`src/rtl/core/metric_slots_with_log2_histogram_macros.svh`:
```
// assertion macros shared by the metric slot block
`ifndef METRIC_SLOTS_WITH_LOG2_HISTOGRAM_MACROS_SVH
`define METRIC_SLOTS_WITH_LOG2_HISTOGRAM_MACROS_SVH

// same-cycle implication, checked on clk, off while arst_n is low
`define MSLH_ASSERT_IMP(label, ante, cons, msg) \
	label: assert property (@(posedge clk) disable iff (!arst_n) (ante) |-> (cons)) \
		else $error(msg);

// next-cycle implication, checked on clk, off while arst_n is low
`define MSLH_ASSERT_NXT(label, ante, cons, msg) \
	label: assert property (@(posedge clk) disable iff (!arst_n) (ante) |=> (cons)) \
		else $error(msg);

`endif

```
`src/rtl/core/mslh_pkg.sv`:
```
// types, codes and constants of the metric slot block
package mslh_pkg;

	// default sizes
	localparam int SLOTS_DEF   = 16;
	localparam int BUCKETS_DEF = 32;
	localparam int QUEUE_DEPTH = 2;

	// field widths
	localparam int MODE_W    = 3;
	localparam int SLOT_W    = 4;
	localparam int AMT_W     = 64;
	localparam int DUR_W     = 48;
	localparam int PCT_W     = 14;
	localparam int STAT_W    = 2;
	localparam int BKT_OUT_W = 5;
	localparam int CNT_W     = 64;

	// operation codes of the mode field
	localparam logic [MODE_W-1:0] MODE_INC = 3'd0;
	localparam logic [MODE_W-1:0] MODE_DEC = 3'd1;
	localparam logic [MODE_W-1:0] MODE_SET = 3'd2;
	localparam logic [MODE_W-1:0] MODE_OBS = 3'd3;
	localparam logic [MODE_W-1:0] MODE_QRY = 3'd4;

	// status codes
	localparam logic [STAT_W-1:0] ST_OK     = 2'd0;
	localparam logic [STAT_W-1:0] ST_REJECT = 2'd1;
	localparam logic [STAT_W-1:0] ST_NODATA = 2'd2;

	// duration is Q40.8 microseconds
	localparam int               FRAC_BITS  = 8;
	localparam logic [DUR_W-1:0] DUR_ONE_US = 48'd256;

	// percentile search: samples times percent against scaled running sums
	localparam int PCT_SCALE = 10000;
	localparam int PROD_W    = 80;

	typedef enum logic [1:0] {
		KIND_NONE,
		KIND_COUNTER,
		KIND_GAUGE,
		KIND_HIST
	} kind_t;

	typedef enum logic [3:0] {
		OP_NONE,
		OP_RANGE,
		OP_REJECT,
		OP_NODATA,
		OP_ADD,
		OP_SUB,
		OP_SET,
		OP_OBSERVE,
		OP_QUERY
	} op_t;

	typedef enum logic [2:0] {
		B_CLEAR,
		B_IDLE,
		B_OBS,
		B_MUL,
		B_SCAN
	} bstate_t;

	typedef struct packed {
		logic [MODE_W-1:0]       mode;
		logic [SLOT_W-1:0]       slot;
		logic signed [AMT_W-1:0] amount;
		logic [DUR_W-1:0]        duration;
		logic [PCT_W-1:0]        percent;
	} item_t;

	typedef struct packed {
		logic [STAT_W-1:0]       status;
		logic signed [AMT_W-1:0] metric_value;
		logic [BKT_OUT_W-1:0]    bucket_index;
		logic [CNT_W-1:0]        sample_count;
	} result_t;

	// classified item handed from front to back
	typedef struct packed {
		op_t                     op;
		logic [SLOT_W-1:0]       slot;
		logic signed [AMT_W-1:0] amount;
		logic [DUR_W-1:0]        duration;
		logic [PCT_W-1:0]        percent;
	} job_t;

endpackage

```
`src/rtl/core/mslh_fifo.sv`:
```
// short job queue between front and back
module mslh_fifo #(
	parameter int DEPTH = mslh_pkg::QUEUE_DEPTH
) (
	input  logic           clk,
	input  logic           arst_n,
	input  logic           push,
	input  mslh_pkg::job_t wdata,
	output logic           full,
	input  logic           pop,
	output mslh_pkg::job_t rdata,
	output logic           empty
);

	localparam int PTR_W = $clog2(DEPTH);
	localparam int CNT_W = $clog2(DEPTH + 1);
	localparam logic [PTR_W-1:0] LAST = PTR_W'(DEPTH - 1);

	mslh_pkg::job_t   mem_q [DEPTH];
	logic [PTR_W-1:0] wr_ptr_q;
	logic [PTR_W-1:0] rd_ptr_q;
	logic [CNT_W-1:0] cnt_q;

	assign full  = (cnt_q == CNT_W'(DEPTH));
	assign empty = (cnt_q == '0);
	assign rdata = mem_q[rd_ptr_q];

	always_ff @(posedge clk) begin
		if (push) begin
			mem_q[wr_ptr_q] <= wdata;
		end
	end

	always_ff @(posedge clk or negedge arst_n) begin
		if (!arst_n) begin
			wr_ptr_q <= '0;
			rd_ptr_q <= '0;
			cnt_q    <= '0;
		end else begin
			if (push) begin
				wr_ptr_q <= (wr_ptr_q == LAST) ? '0 : wr_ptr_q + 1'b1;
			end
			if (pop) begin
				rd_ptr_q <= (rd_ptr_q == LAST) ? '0 : rd_ptr_q + 1'b1;
			end
			if (push && !pop) begin
				cnt_q <= cnt_q + 1'b1;
			end else if (pop && !push) begin
				cnt_q <= cnt_q - 1'b1;
			end
		end
	end

endmodule

```
`config.mk`:
```
export PLATFORM = sky130hd
export DESIGN_NAME = mslh_fifo
export DESIGN_NICKNAME = d
export VERILOG_FILES = /design/src/rtl/core/metric_slots_with_log2_histogram_macros.svh /design/src/rtl/core/mslh_pkg.sv /design/src/rtl/core/mslh_fifo.sv
export SDC_FILE = /design/constraint.sdc
export NUM_CORES = 1
export LEC_CHECK = 0
export ABC_CLOCK_PERIOD_IN_PS = 15340
export BUFFER_PORTS_ARGS = -buffer_cell sky130_fd_sc_hd__buf_4
export CAP_MARGIN = 0
export CORE_MARGIN = 3
export CORE_UTILIZATION = 35
export DETAILED_ROUTE_END_ITERATION = 6
export HOLD_SLACK_MARGIN = 0.03
export PLACE_DENSITY_LB_ADDON = 0.3
export REMOVE_ABC_BUFFERS = 1
export SLEW_MARGIN = 20
export SYNTH_ARGS = -nofsm -noshare
export SYNTH_HDL_FRONTEND = slang
export SYNTH_SLANG_ARGS = --single-unit
```
`constraint.sdc`:
```
create_clock -name clk -period 15.34 [get_ports clk]
set_input_delay 3.068 -clock clk [delete_from_list [all_inputs] [get_ports clk]]
set_output_delay 3.068 -clock clk [all_outputs]
set_load 0.05 [all_outputs]
```
-- After elaboration in Yosys (flattened, before gate mapping)
Memories as Yosys holds them, arrays and structs flattened.
Index checks and enable logic that the tools add are counted.
W data, S select, Z words.
- add/sub/neg operators: 4
- equal/unequal tests: 1
- multiplexer cells: 6
- reductions and logical operators: 6
- operators by type and width (operator ; count):
    $mux W1 ; 4
    $mux W2 ; 2
    $add A1 B1 Y1 const B ; 2
    $add A2 B1 Y2 const B ; 1
    $eq A2 B2 Y1 const B ; 1
    $logic_and A1 B1 Y1 ; 2
    $logic_not A1 Y1 ; 2
    $logic_not A2 Y1 ; 1
    $reduce_bool A2 Y1 ; 1
    $sub A2 B1 Y2 const B ; 1
- bits in registers: 4
- bits in writable memories: 268
- input bits: 138
- output and inout bits: 136
- logic and storage cells: 21
- memories kept: 1
- memories (name ; depth ; bits a word ; rd ports ; clocked after Yosys merged registers in ; write ports ; RTL line ; source):
    mem_q ; 2 ; 134 ; 1 ; 0 ; 1 ; mslh_fifo.sv:19 ; mslh_pkg::job_t mem_q [DEPTH];

-- Depth between registers and ports, before layout
- word-level depth: 4
- gate-level depth with buffers: 5
- mapped depth without buffers: 5

-- Worst setup path after synthesis
OpenSTA, ideal clock, no wires.
- path kind: input-to-reg
- start: input push
- end: memory mem_q[0][0] (netlist bit), enable pin
- arrival: 8.872 ns
- data required time: 14.695 ns
- slack: 5.823 ns
- stages on the path: 1
- path buffers: 0
- path through: nor2b_1
- cells in the longest elaborated chain, start to end: 2
- ends and longest elaborated chain (item ; RTL line ; source):
    from (decl) ; mslh_fifo.sv:7 ; input logic push,
    $mux W1 ; mslh_fifo.sv:29 ; if (push) begin
    $mux W1 (not written as such) ; mslh_fifo.sv:30 ; mem_q[wr_ptr_q] <= wdata;
    to (decl) ; mslh_fifo.sv:19 ;
Every way passes these cells.

==> impl_results.md <==
* Worst slew pin tran at ~1.1 ns
* # IOs at around 270
* Chip Height at about 180 µm
* Area grow syn2layout at 33.7%
* Core box area at 28000 µm²
* Die area at between 30000 and 40000 µm²
* Worst EP required at ~12 ns
* GRT Overall Usage at 0.121
* Worst Skew at 0.0238 ns
* Seq/Total Area, Yosys at 0.811
* # fillers at roughly 2.4k
* Post-DP HPWL at 13100 µm
* Distinct cells, synth at 13
* CTS Sinks at 272
* Fin crit share at 0.366
* RSZ-0062 raised after global routing: false
* Area of the multi-input gates at approximately 1800 µm²
* Avg WL per Cell at between 15 and 20 µm
* Final Hold Fails at 0
* Global routing's busiest layer: met2
* Largest net degree at the start of global routing at between 70 and 80
* Postcts setup bufs at 0
* I/O Buffers at between 200 and 300
* Starting density of the core at 0.359
* Final setup TNS at 0 ns
* GR Layer Usage met2 at 0.198
* Relative slew slack at 0.295
* Clk slew on worst S/H paths at 0.06 ns
* Startpoint Class: flop
* Cell Area, Synth at approximately 10000 µm²
* Reg2reg start: wr_ptr_q$_DFFE_PN0P_
* WS Path Type: reg2out
* # nets final at 865
* Yosys top cell area share at 0.801
* Avg Vias per Cell at around 4.4
* Global-route wire length before repair at around 30000 µm
* DRT antenna net count at 0
* Slew Limit Fails at 0
* Rows at 61
* Drt drc at 0
* Share of post-route cells with drive strength above 1 at 0.615
* Crit end category: output port
* Max Fclk at about 180 MHz
* Worst endpoint data arrival time at between 2 and 3 ns
* Critical path fanouts, max at 67
* Sequential Area at about 8200 µm²
* Run status: completed
* Grt met1 use at 0.155
* Power Density at between 200 and 250 nW/µm²
* Max Cap Viol at 0
* Clock buffer depth at 3
* Pleak at between 5 and 6 nW
* Cell taking the most area after synthesis: edfxtp_1
* Skew-Pair Late Insertion Delay at 0.53 ns
* Drt pass-1 iters at 4
* CTS tree: built
* RR Endpoint: mem_q[0][17]$_DFFE_PP_
* Drt initial violations at between 200 and 300
* Worst R2R Setup Slack at about 13 ns
* Total CTS buffers at 28
* ANT cells at 0
* Power Total at 0.00294 W
* Root Buffer Master: clkbuf_16
* EDFF count, synth at approximately 270
* Placed cell area at ~13000 µm²
* Met3 Track Usage GR at 0.0430
* Syn_area_per_cell at 23.2 µm²
* Final setup viols at 0
* GR Overflow Total at 0
* Via Count at about 5k
* Post-Synthesis Cells at 433
* Top-count cell post-synth: edfxtp_1
* Chip Width at approximately 180 µm
* Post-CTS Resized at 0
* Synth warn at 0
* H-tree Lvls at 1
* Final min period at 5.61 ns
* Hold crit path type: reg2reg
* CP startpoint: rd_ptr_q$_DFFE_PN0P_
* Crit path capture: rdata[13]
* Post-CTS Hold Buffers at 0
* Async SR Flop Fraction at 0.0147
* Top cells by count, synth: edfxtp_1 (268), mux2_2 (84), mux2_4 (50)
* Routed wire length at 19600 µm
* Worst Min Path Start: cnt_q[1]$_DFFE_PN0P_
* Initial antenna violation count at 0
* Ys flop type: edfxtp_1
* Peak VDD IR at 0.180 mV
* Vias in the first global route at around 5.4k
* Reg2Reg Depth at 3
* Top cells by area, synth: edfxtp_1 (80%), mux2_2 (9.4%), mux2_4 (7.5%)
* Design area at 13400 µm²
* GPL Wtd Cong at between 0.7 and 0.8
* Synth Register Bits at ~270
==> per-layer routing <==
layer / routed length (µm) / part of all wire
met3: 1730 / 0.088
met1: 8090 / 0.41
met4: 398 / 0.020
met2: 9370 / 0.48
met5: 0 / 0
==> how the worst min path moves through the flow <==
stage                           end  slack [ns]  cells after the start
5_1_grt        cnt_q[1]$_DFFE_PN0P_        0.52                      1
2_1_floorplan  wr_ptr_q$_DFFE_PN0P_        0.46                      1
3_3_place_gp   cnt_q[1]$_DFFE_PN0P_        0.47                      1
4_1_cts        cnt_q[1]$_DFFE_PN0P_        0.53                      1
3_5_place_dp   cnt_q[1]$_DFFE_PN0P_        0.50                      1
6_report       cnt_q[1]$_DFFE_PN0P_        0.52                      1
==> worst max-delay path, cell delays in order (launching register included) <==
cell and delay [ns]:
dfrtp_4 0.50, buf_4 0.77, mux2_2 0.43, buf_4 0.19
==> final cells by class <==
cell class,count,area share
clock buffers,36,0.0575
repair buffers,278,0.155
well taps,378,0.0352
multi-input cells,145,0.133
flip-flops and latches,272,0.607
clock inverters,16,0.0119
inverters,1,0.000279
==> cell usage in the layout, fill, tap and decap left out <==
cell type,Yosys,routed
nor2b_4,0,1
and2_4,0,1
dfrtp_4,0,1
nor2_1,2,2
edfxtp_1,268,268
clkinv_1,0,2
clkinv_2,0,9
bufinv_16,0,3
clkbuf_16,0,29
mux2_4,50,50
mux2_2,84,84
clkbuf_8,0,2
inv_6,0,2
ha_1,1,1
xor2_1,4,4
nor2b_1,2,1
buf_4,0,278
xnor2_1,1,1
dfrtp_1,4,3
clkbuf_1,0,5
inv_1,1,1
==> registers in the layout, summed over array words and instances (netlist names) <==
name / cells
cnt_q: 2
mem_q: 268
rd_ptr_q: 1
wr_ptr_q: 1
==> where the power goes <==
part / switching [W] / internal, W / total [W]
clock: 0.000266 / 0.000406 / 0.000671
combinational: 0.000824 / 0.000420 / 0.00124
sequential: 0.0000376 / 0.000989 / 0.00103
==> logic make-up (layout without fill, tap and decap cells) <==
family | after synthesis | after routing | share of synthesized area
XOR/XNOR | 5 | 5 | 0.00436
multiplexers | 134 | 134 | 0.169
buffers and inverters | 16 | 331 | 0.0122
adder cells (fa/ha/maj) | 1 | 1 | 0.00124
flip-flops | 272 | 272 | 0.811
AND/OR/NAND/NOR | 5 | 5 | 0.00262
==> per-stage QoR <==
step                utilization  worst slack (ns)  hold slack, ns  instances
finish                    0.480              9.73           0.519       1126
detailed placement        0.446              9.95           0.504       1074
global placement          0.446             10.04           0.471       1074
floorplan                     -              5.82           0.455        418
global route              0.480              9.62           0.524       1126
CTS                       0.480              9.71           0.529       1126
Note: power is estimated with default switching activity, not from simulation.
